File: src/design/assd_pkg.sv
// Shared types and constants of the audio sound/silence detector.
`default_nettype none
package assd_pkg;

  // Longest capture period in frames; a frame that reaches it closes the period.
  localparam int PERIOD_FRAMES = 1024;
  localparam int FRAME_W       = $clog2(PERIOD_FRAMES + 1);

  localparam int SAMPLE_W = 16;
  localparam int SQ_W     = 2 * SAMPLE_W;
  localparam int SUM_W    = 42;
  localparam int THR_W    = 15;
  localparam int LEVEL_W  = THR_W + 1;
  localparam int CNT_W    = 8;
  localparam int CFG_W    = 15;
  localparam int CFG_IDX_W = 2;

  localparam logic [THR_W-1:0] THRESHOLD_RST     = THR_W'(100);
  localparam logic [CNT_W-1:0] EVAL_INTERVAL_RST = CNT_W'(11);
  localparam logic [CNT_W-1:0] START_RUNS_RST    = CNT_W'(2);
  localparam logic [CNT_W-1:0] STOP_RUNS_RST     = CNT_W'(56);
  localparam logic [CNT_W-1:0] CNT_MAX           = {CNT_W{1'b1}};

  // Configuration register indexes.
  localparam logic [CFG_IDX_W-1:0] CFG_THRESHOLD     = 2'd0;
  localparam logic [CFG_IDX_W-1:0] CFG_EVAL_INTERVAL = 2'd1;
  localparam logic [CFG_IDX_W-1:0] CFG_START_RUNS    = 2'd2;
  localparam logic [CFG_IDX_W-1:0] CFG_STOP_RUNS     = 2'd3;

  // Event codes of a result.
  localparam logic [1:0] EV_NONE    = 2'd0;
  localparam logic [1:0] EV_SOUND   = 2'd1;
  localparam logic [1:0] EV_SILENCE = 2'd2;

  typedef enum logic [2:0] {
    ST_IDLE,
    ST_SQL,
    ST_SQR,
    ST_ACC,
    ST_LVL,
    ST_NEED,
    ST_FIN
  } state_t;

  typedef enum logic [2:0] {
    CMD_NONE,
    CMD_LOAD,
    CMD_SQL,
    CMD_SQR,
    CMD_ACC,
    CMD_LVL,
    CMD_NEED,
    CMD_FIN
  } cmd_t;

  typedef struct packed {
    logic period_done;
    logic judge_due;
    logic out_busy;
  } status_t;

endpackage
`default_nettype wire

File: src/design/assd_in_if.sv
// Input channel of the detector: one stereo frame per transfer.
`default_nettype none
interface assd_in_if;
  logic        valid;
  logic        ready;
  logic signed [15:0] left_sample;
  logic signed [15:0] right_sample;
  logic        period_end;

  modport source (output valid, output left_sample, output right_sample,
                  output period_end, input ready);
  modport sink (input valid, input left_sample, input right_sample,
                input period_end, output ready);
endinterface
`default_nettype wire

File: src/design/assd_out_if.sv
// Result channel of the detector: one judgement record per capture period.
`default_nettype none
interface assd_out_if;
  logic       valid;
  logic       ready;
  logic [1:0] event_res;
  logic       silent;
  logic       gate_open;
  logic       loud;
  logic       judged;

  modport source (output valid, output event_res, output silent, output gate_open,
                  output loud, output judged, input ready);
  modport sink (input valid, input event_res, input silent, input gate_open,
                input loud, input judged, output ready);
endinterface
`default_nettype wire

File: src/design/assd_dp.sv
// Datapath of the detector: squares, energy sum, threshold test and run counters.
`default_nettype none
module assd_dp
  import assd_pkg::*;
(
  input  wire logic                 clk,
  input  wire logic                 rst_n,
  input  wire cmd_t                 cmd,
  output status_t                   status,
  input  wire logic                 cfg_we,
  input  wire logic [CFG_IDX_W-1:0] cfg_index,
  input  wire logic [CFG_W-1:0]     cfg_wdata,
  input  wire logic [SAMPLE_W-1:0]  left_sample,
  input  wire logic [SAMPLE_W-1:0]  right_sample,
  input  wire logic                 period_end,
  output logic                      out_valid,
  input  wire logic                 out_ready,
  output logic [1:0]                event_res,
  output logic                      silent,
  output logic                      gate_open,
  output logic                      loud,
  output logic                      judged
);

  logic [THR_W-1:0]    threshold_r;
  logic [CNT_W-1:0]    eval_interval_r, start_runs_r, stop_runs_r;
  logic [SAMPLE_W-1:0] abs_l_r, abs_r_r;
  logic                period_end_r;
  logic [SQ_W-1:0]     prod_r, prod_nxt;
  logic [SUM_W-1:0]    sum_r, sum_nxt, need_r;
  logic [FRAME_W-1:0]  frame_count_r, frame_count_nxt, frames;
  logic [CNT_W-1:0]    period_count_r, period_count_nxt;
  logic [CNT_W-1:0]    loud_run_r, loud_run_nxt, quiet_run_r, quiet_run_nxt;
  logic                silent_r, silent_nxt;
  logic                out_valid_r;
  logic [1:0]          event_r, event_nxt;
  logic                loud_r, judged_r;

  logic [SAMPLE_W:0]   left_x, right_x;
  logic [SAMPLE_W-1:0] abs_l, abs_r, mul_a;
  logic [LEVEL_W-1:0]  level;
  logic [CNT_W-1:0]    srun, qrun;
  logic                judge_due, loud_c;

  // Magnitudes fit in 16 unsigned bits, including that of the most negative sample.
  assign left_x  = {left_sample[SAMPLE_W-1], left_sample};
  assign right_x = {right_sample[SAMPLE_W-1], right_sample};
  assign abs_l   = left_sample[SAMPLE_W-1]  ? SAMPLE_W'(~left_x + 1'b1)  : left_sample;
  assign abs_r   = right_sample[SAMPLE_W-1] ? SAMPLE_W'(~right_x + 1'b1) : right_sample;

  assign level     = {1'b0, threshold_r} + LEVEL_W'(1);
  assign frames    = frame_count_r + FRAME_W'(1);
  assign judge_due = (period_count_r >= eval_interval_r);
  assign loud_c    = judge_due && (sum_r >= need_r);
  assign srun      = (start_runs_r == '0) ? CNT_W'(1) : start_runs_r;
  assign qrun      = (stop_runs_r == '0)  ? CNT_W'(1) : stop_runs_r;

  assign status.period_done = period_end_r || (frames == FRAME_W'(PERIOD_FRAMES));
  assign status.judge_due   = judge_due;
  assign status.out_busy    = out_valid_r && !out_ready;

  // One shared 16x16 multiplier serves both squares and the squared level.
  always_comb begin
    case (cmd)
      CMD_SQR: mul_a = abs_r_r;
      CMD_LVL: mul_a = level;
      default: mul_a = abs_l_r;
    endcase
    prod_nxt = {{SAMPLE_W{1'b0}}, mul_a} * {{SAMPLE_W{1'b0}}, mul_a};
  end

  always_comb begin
    sum_nxt          = sum_r;
    frame_count_nxt  = frame_count_r;
    period_count_nxt = period_count_r;
    loud_run_nxt     = loud_run_r;
    quiet_run_nxt    = quiet_run_r;
    silent_nxt       = silent_r;
    event_nxt        = EV_NONE;
    case (cmd)
      CMD_SQR: sum_nxt = sum_r + SUM_W'(prod_r);
      CMD_ACC: begin
        sum_nxt = sum_r + SUM_W'(prod_r);
        if (!status.period_done) frame_count_nxt = frames;
      end
      CMD_FIN: begin
        sum_nxt         = '0;
        frame_count_nxt = '0;
        if (judge_due) begin
          period_count_nxt = CNT_W'(1);
          if (loud_c) begin
            if (loud_run_r != CNT_MAX) loud_run_nxt = loud_run_r + CNT_W'(1);
            quiet_run_nxt = '0;
          end else begin
            if (quiet_run_r != CNT_MAX) quiet_run_nxt = quiet_run_r + CNT_W'(1);
            loud_run_nxt = '0;
          end
          if (silent_r && loud_run_nxt >= srun) begin
            silent_nxt = 1'b0;
            event_nxt  = EV_SOUND;
          end else if (!silent_r && quiet_run_nxt >= qrun) begin
            silent_nxt = 1'b1;
            event_nxt  = EV_SILENCE;
          end
        end else if (period_count_r != CNT_MAX) begin
          period_count_nxt = period_count_r + CNT_W'(1);
        end
      end
      default: ;
    endcase
  end

  always_ff @(posedge clk) begin
    if (!rst_n) begin
      threshold_r     <= THRESHOLD_RST;
      eval_interval_r <= EVAL_INTERVAL_RST;
      start_runs_r    <= START_RUNS_RST;
      stop_runs_r     <= STOP_RUNS_RST;
      sum_r           <= '0;
      frame_count_r   <= '0;
      period_count_r  <= '0;
      loud_run_r      <= '0;
      quiet_run_r     <= '0;
      silent_r        <= 1'b1;
      out_valid_r     <= 1'b0;
    end else begin
      if (cfg_we) begin
        unique case (cfg_index)
          CFG_THRESHOLD:     threshold_r     <= cfg_wdata[THR_W-1:0];
          CFG_EVAL_INTERVAL: eval_interval_r <= cfg_wdata[CNT_W-1:0];
          CFG_START_RUNS:    start_runs_r    <= cfg_wdata[CNT_W-1:0];
          CFG_STOP_RUNS:     stop_runs_r     <= cfg_wdata[CNT_W-1:0];
          default: ;
        endcase
      end
      sum_r          <= sum_nxt;
      frame_count_r  <= frame_count_nxt;
      period_count_r <= period_count_nxt;
      loud_run_r     <= loud_run_nxt;
      quiet_run_r    <= quiet_run_nxt;
      silent_r       <= silent_nxt;
      if (cmd == CMD_FIN)  out_valid_r <= 1'b1;
      else if (out_ready)  out_valid_r <= 1'b0;
    end
  end

  always_ff @(posedge clk) begin
    if (cmd == CMD_LOAD) begin
      abs_l_r      <= abs_l;
      abs_r_r      <= abs_r;
      period_end_r <= period_end;
    end
    if (cmd == CMD_SQL || cmd == CMD_SQR || cmd == CMD_LVL) prod_r <= prod_nxt;
    if (cmd == CMD_NEED) need_r <= SUM_W'(frames * prod_r);
    if (cmd == CMD_FIN) begin
      event_r  <= event_nxt;
      loud_r   <= loud_c;
      judged_r <= judge_due;
    end
  end

  assign out_valid = out_valid_r;
  assign event_res = event_r;
  assign silent    = silent_r;
  assign gate_open = (loud_run_r != '0);
  assign loud      = loud_r;
  assign judged    = judged_r;

endmodule
`default_nettype wire

File: src/design/assd_ctrl.sv
// Controller of the detector: sequences the datapath through one frame.
`default_nettype none
module assd_ctrl
  import assd_pkg::*;
(
  input  wire logic    clk,
  input  wire logic    rst_n,
  input  wire logic    in_valid,
  output logic         in_ready,
  input  wire status_t status,
  output cmd_t         cmd
);

  state_t state_r, state_nxt;

  always_ff @(posedge clk) begin
    if (!rst_n) state_r <= ST_IDLE;
    else        state_r <= state_nxt;
  end

  always_comb begin
    state_nxt = state_r;
    cmd       = CMD_NONE;
    in_ready  = 1'b0;
    unique case (state_r)
      ST_IDLE: begin
        in_ready = 1'b1;
        if (in_valid) begin
          cmd       = CMD_LOAD;
          state_nxt = ST_SQL;
        end
      end
      ST_SQL: begin
        cmd       = CMD_SQL;
        state_nxt = ST_SQR;
      end
      ST_SQR: begin
        cmd       = CMD_SQR;
        state_nxt = ST_ACC;
      end
      ST_ACC: begin
        cmd = CMD_ACC;
        if (!status.period_done)   state_nxt = ST_IDLE;
        else if (status.judge_due) state_nxt = ST_LVL;
        else                       state_nxt = ST_FIN;
      end
      ST_LVL: begin
        cmd       = CMD_LVL;
        state_nxt = ST_NEED;
      end
      ST_NEED: begin
        cmd       = CMD_NEED;
        state_nxt = ST_FIN;
      end
      ST_FIN: begin
        // The result register must be free before the period is closed.
        if (!status.out_busy) begin
          cmd       = CMD_FIN;
          state_nxt = ST_IDLE;
        end
      end
      default: state_nxt = ST_IDLE;
    endcase
  end

endmodule
`default_nettype wire

File: src/design/audio_sound_silence_detector_top.sv
// Top level of the audio sound/silence detector.
`default_nettype none
// Takes one stereo frame per transfer and returns one result per capture period, on the
// period's last frame (period_end set, or the frame that reaches PERIOD_FRAMES frames).
// A frame that does not close a period steps through load, left square, right square and
// accumulate; the two squares take separate steps since both share the single 16x16
// multiplier. A closing frame adds a finish step, and when the period is judged also the
// squared level and the frames-times-level-squared product before it; a closing frame
// also waits while the previous result is still held in the output register. The next
// frame is taken while a result waits. Configuration is written with cfg_we, cfg_index
// and cfg_wdata and takes effect at once; write it only while the block is idle.
module audio_sound_silence_detector_top
  import assd_pkg::*;
(
  input  wire logic                 clk,
  input  wire logic                 rst_n,
  assd_in_if.sink                   in_ch,
  assd_out_if.source                out_ch,
  input  wire logic                 cfg_we,
  input  wire logic [CFG_IDX_W-1:0] cfg_index,
  input  wire logic [CFG_W-1:0]     cfg_wdata
);

  cmd_t    cmd;
  status_t status;
  logic    in_ready;

  assd_ctrl u_ctrl (
    .clk      (clk),
    .rst_n    (rst_n),
    .in_valid (in_ch.valid),
    .in_ready (in_ready),
    .status   (status),
    .cmd      (cmd)
  );

  assd_dp u_dp (
    .clk          (clk),
    .rst_n        (rst_n),
    .cmd          (cmd),
    .status       (status),
    .cfg_we       (cfg_we),
    .cfg_index    (cfg_index),
    .cfg_wdata    (cfg_wdata),
    .left_sample  (in_ch.left_sample),
    .right_sample (in_ch.right_sample),
    .period_end   (in_ch.period_end),
    .out_valid    (out_ch.valid),
    .out_ready    (out_ch.ready),
    .event_res    (out_ch.event_res),
    .silent       (out_ch.silent),
    .gate_open    (out_ch.gate_open),
    .loud         (out_ch.loud),
    .judged       (out_ch.judged)
  );

  assign in_ch.ready = in_ready;

`ifndef SYNTHESIS
  // A frame transfer starts a multi-cycle sequence; no second frame can follow at once.
  a_no_back_to_back: assert property (@(posedge clk) disable iff (!rst_n)
    (in_ch.valid && in_ch.ready) |=> !in_ch.ready)
    else $error("frame accepted twice in a row");

  a_event_judged: assert property (@(posedge clk) disable iff (!rst_n)
    (out_ch.valid && (out_ch.event_res != EV_NONE || out_ch.loud)) |-> out_ch.judged)
    else $error("event or loud flag on an unjudged period");

  a_sound_state: assert property (@(posedge clk) disable iff (!rst_n)
    (out_ch.valid && out_ch.event_res == EV_SOUND) |-> (!out_ch.silent && out_ch.gate_open))
    else $error("sound event without sound state");

  a_silence_state: assert property (@(posedge clk) disable iff (!rst_n)
    (out_ch.valid && out_ch.event_res == EV_SILENCE) |-> (out_ch.silent && !out_ch.gate_open))
    else $error("silence event without silence state");
`endif

endmodule
`default_nettype wire

File: src/flat_wrapper.sv
// flat-port wrapper written by rule: the top's interface ports become plain ports
module audio_sound_silence_detector_top_flat import assd_pkg::*;
  (clk, rst_n, cfg_we, cfg_index, cfg_wdata, in_ch_valid, in_ch_left_sample, in_ch_right_sample, in_ch_period_end, in_ch_ready, out_ch_valid, out_ch_event_res, out_ch_silent, out_ch_gate_open, out_ch_loud, out_ch_judged, out_ch_ready);
  assd_in_if in_ch_i ();
  assd_out_if out_ch_i ();
  input  wire logic clk;
  input  wire logic rst_n;
  input  wire logic cfg_we;
  input  wire logic [CFG_IDX_W-1:0] cfg_index;
  input  wire logic [CFG_W-1:0] cfg_wdata;
  input wire logic [$bits(in_ch_i.valid)-1:0] in_ch_valid;
  input wire logic [$bits(in_ch_i.left_sample)-1:0] in_ch_left_sample;
  input wire logic [$bits(in_ch_i.right_sample)-1:0] in_ch_right_sample;
  input wire logic [$bits(in_ch_i.period_end)-1:0] in_ch_period_end;
  output wire logic [$bits(in_ch_i.ready)-1:0] in_ch_ready;
  output wire logic [$bits(out_ch_i.valid)-1:0] out_ch_valid;
  output wire logic [$bits(out_ch_i.event_res)-1:0] out_ch_event_res;
  output wire logic [$bits(out_ch_i.silent)-1:0] out_ch_silent;
  output wire logic [$bits(out_ch_i.gate_open)-1:0] out_ch_gate_open;
  output wire logic [$bits(out_ch_i.loud)-1:0] out_ch_loud;
  output wire logic [$bits(out_ch_i.judged)-1:0] out_ch_judged;
  input wire logic [$bits(out_ch_i.ready)-1:0] out_ch_ready;
  assign in_ch_i.valid = in_ch_valid;
  assign in_ch_i.left_sample = in_ch_left_sample;
  assign in_ch_i.right_sample = in_ch_right_sample;
  assign in_ch_i.period_end = in_ch_period_end;
  assign in_ch_ready = in_ch_i.ready;
  assign out_ch_valid = out_ch_i.valid;
  assign out_ch_event_res = out_ch_i.event_res;
  assign out_ch_silent = out_ch_i.silent;
  assign out_ch_gate_open = out_ch_i.gate_open;
  assign out_ch_loud = out_ch_i.loud;
  assign out_ch_judged = out_ch_i.judged;
  assign out_ch_i.ready = out_ch_ready;
  audio_sound_silence_detector_top u_core (.clk(clk), .rst_n(rst_n), .in_ch(in_ch_i), .out_ch(out_ch_i), .cfg_we(cfg_we), .cfg_index(cfg_index), .cfg_wdata(cfg_wdata));
endmodule
File: config.mk
export PLATFORM = sky130hd
export DESIGN_NAME = audio_sound_silence_detector_top_flat
export DESIGN_NICKNAME = d
export VERILOG_FILES = /design/src/design/assd_pkg.sv /design/src/design/assd_in_if.sv /design/src/design/assd_out_if.sv /design/src/design/assd_dp.sv /design/src/design/assd_ctrl.sv /design/src/design/audio_sound_silence_detector_top.sv /design/src/flat_wrapper.sv
export SDC_FILE = /design/constraint.sdc
export NUM_CORES = 2
export LEC_CHECK = 0
export ABC_AREA = 1
export BUFFER_PORTS_ARGS = -buffer_cell sky130_fd_sc_hd__clkbuf_2
export CORE_MARGIN = 2
export CORE_UTILIZATION = 55
export CTS_CLUSTER_SIZE = 14
export DETAILED_ROUTE_END_ITERATION = 10
export GPL_ROUTABILITY_DRIVEN = 0
export HOLD_SLACK_MARGIN = 0.12
export PLACE_DENSITY = 0.72
export SYNTH_ARGS = -nofsm -noshare
export SYNTH_HDL_FRONTEND = slang
export SYNTH_SLANG_ARGS = --single-unit
export TNS_END_PERCENT = 1
File: constraint.sdc
create_clock -name clk -period 16.75 [get_ports clk]
set_input_delay 2.5125 -clock clk [delete_from_list [all_inputs] [get_ports clk]]
set_output_delay 2.5125 -clock clk [all_outputs]
set_load 0.02 [all_outputs]
==> impl_metrics.tcl <==
set metrics [dict create \
    synth_cell_types 61 \
    post_cts_resized 0 \
    vias 27440 \
    cp_slowest_stage_delay_ns 0.57 \
    grt_overflow 0 \
    ys_seq_area_share_pct 17.63 \
    totalWireLength_mm 85.78 \
    status "complete, no violations" \
    drtAntennaViolNets 0 \
    cp-end-kind "flip-flop" \
    hpwl_mm 70.43 \
    critPathRequiredTime_ns 17.04 \
    synth_edf_count 110 \
    htreeDepth 1 \
    netlist_instances 4263 \
    cts.hold.buffers_added 0 \
    cp_slowest_cell "dfxtp_1" \
    die_x_um 247.0 \
    grt_max_degree 47 \
    tritoncts "built" \
    grt_pass1_vias 27470 \
    ios 63 \
    crit_top_cell "inv_1" \
    path_class "flip-flop to flip-flop" \
    globalRoute.busiestLayer "met2" \
    area_growth_pct 5.606 \
    setup_tns_ns 0 \
    crit_path_max_fanout 17 \
    io_buffers 62 \
    final-setup-viol-count 0 \
    drc 0 \
    cts_buffers 26 \
    cts_setup_buffers 0 \
    die-area_mm2 0.06100 \
    syn_area_per_cell_um2 7.617 \
    track_usage_pct 28.74 \
    chipHeight_um 247.0 \
    drt_first_iter_violations 1834 \
    synth_ff_type "dfxtp_1" \
    fin_crit_ns 7.573 \
    clkSlewWorstSetupHoldPaths_ns 0.07 \
    grt_use_met2_pct 50.02 \
    grt_setup_unrepaired "no" \
    worst_slew_pin_slew_ns 0.8403 \
    clock_path_buffers 3 \
    core_area_mm2 0.05869 \
    crit_path_start_kind "flip-flop" \
    fin_nets 5032 \
    drv_slew 0 \
    critPathArrivalTime_ns 7.86 \
    firstDrtPassIters 6 \
    period_share_pct 45.21 \
    antenna_cells 0 \
    grt_pass1_wl_mm 139.2 \
    slew_headroom_pct 43.84 \
    clock_latency_ns 0.56 \
    fmax_mhz 132.1 \
    cts-root-buf "clkbuf_16" \
    worstHoldPathCells 2 \
    yosys_warnings 0 \
    cts_sinks 231 \
    post_drt_wl_per_cell_um 16.95 \
    start_util_pct 55.33 \
    synth-async-reset-ratio_pct 0 \
    drv_cap 0 \
    ys_seq_elements 231 \
    grt_util_met3_pct 3.061 \
    layout_common_cells "1033 x nand2_1, 853 x inv_1, 429 x fa_1" \
    antenna_found_initial 1 \
    use_met1_pct 36.66 \
    rr_worst_depth 27 \
    routed_via_density 5.423 \
    rows 89 \
    final_common_cell "nand2_1" \
    clock_skew_ns 0.02015 \
    hold_class "flip-flop to flip-flop" \
    finalHoldViolCount 0 \
    syn-cell-area_mm2 0.03247 \
    drive_gt1_share_pct 4.292 \
]
final timing paths:
path                                                 from                                      end  slack (ns)
setup reg to reg    u_core.u_ctrl.state_r[2]$_SDFFE_PN0P_         u_core.u_dp.prod_r[25]$_DFFE_PP_        9.18
setup / recovery    u_core.u_ctrl.state_r[2]$_SDFFE_PN0P_         u_core.u_dp.prod_r[25]$_DFFE_PP_        9.18
hold reg to reg   u_core.u_dp.quiet_run_r[5]$_SDFFE_PN0P_  u_core.u_dp.quiet_run_r[5]$_SDFFE_PN0P_        0.46
hold / removal    u_core.u_dp.quiet_run_r[5]$_SDFFE_PN0P_  u_core.u_dp.quiet_run_r[5]$_SDFFE_PN0P_        0.46
per-layer routing:
layer,share of wire (%),vias up,wire (µm)
met3,6.0,216,5180
met5,0.010,-,9
li1,-,13180,-
met4,4.6,2,3920
met2,48,891,41490
met1,41,13160,35170
per-stage QoR:
step	worst slack, ns	hold slack, ns	util, %	instances	cell area (µm²)
detailed placement	9.233	0.4470	56.97	5012	33430
CTS	9.219	0.4576	58.44	5060	34290
floorplan	10.43	0.4261	-	4270	32500
global route	8.781	0.4812	58.44	5060	34290
finish	9.177	0.4560	58.44	5060	34290
global placement	9.317	0.4395	56.97	5012	33430
sequential cells by signal, indices dropped and copies added, names as in the netlist:
register / cells
u_core.u_dp.need_r: 42
u_core.u_dp.frame_count_r: 11
u_core.u_dp.out_valid: 1
u_core.u_ctrl.state_r: 3
u_core.u_dp.period_end_r: 1
u_core.u_dp.start_runs_r: 8
u_core.u_dp.silent: 1
u_core.u_dp.event_res: 2
u_core.u_dp.judged: 1
u_core.u_dp.prod_r: 31
u_core.u_dp.abs_r_r: 16
u_core.u_dp.loud_run_r: 8
u_core.u_dp.sum_r: 42
u_core.u_dp.period_count_r: 8
u_core.u_dp.eval_interval_r: 8
u_core.u_dp.abs_l_r: 16
u_core.u_dp.stop_runs_r: 8
u_core.u_dp.loud: 1
u_core.u_dp.threshold_r: 15
u_core.u_dp.quiet_run_r: 8
cell families after synthesis:
logic type / after synthesis / synth area share, %
xor gates and xnor gates: 117 / 3.156
and+or+nand+nor: 1755 / 22.32
DFF: 231 / 17.63
buffers and inverters: 982 / 11.59
other: 2 / 0.02313
adders and majority gates: 710 / 37.28
AOI/OAI and AO/OA: 466 / 8.007
cell type report:
| cell class | instances | area, µm² |
|---|---|---|
| flip-flops and latches | 231 | 5725 |
| inverters | 873 | 3279 |
| well taps | 773 | 967.2 |
| clock inverters | 19 | 167.7 |
| multi-input cells | 3057 | 23030 |
| fillers | 5474 | 24390 |
| repair buffers | 78 | 430.4 |
| clock buffers | 29 | 693.2 |
worst max-delay path: cells and delay by family, from the launching register on:
| kind | cells | cell delay, ns |
|---|---|---|
| DFF | 1 | 0.57 |
| adders and majority gates | 7 | 3.54 |
| AOI/OAI and AO/OA | 2 | 0.37 |
| buffers and inverters | 9 | 1.06 |
| and+or+nand+nor | 8 | 1.63 |
| xor gates and xnor gates | 1 | 0.14 |
Yosys cell counts, types with 53 or more instances:
master / instances / area [µm²]
nand2_1: 1033 / 3877
inv_1: 853 / 3202
fa_1: 429 / 8588
nor2_1: 395 / 1483
ha_1: 281 / 3516
a21oi_1: 253 / 1266
nand3_1: 169 / 845.8
dfxtp_1: 121 / 2422
o21ai_0: 117 / 585.6
edfxtp_1: 110 / 3303
xor2_1: 88 / 770.7
nand4_1: 57 / 356.6
clkbuf_1: 53 / 198.9
Power is left out: the tool's default activity adds up to more than one toggle a clock period on the data nets, which glitch-free logic cannot reach.
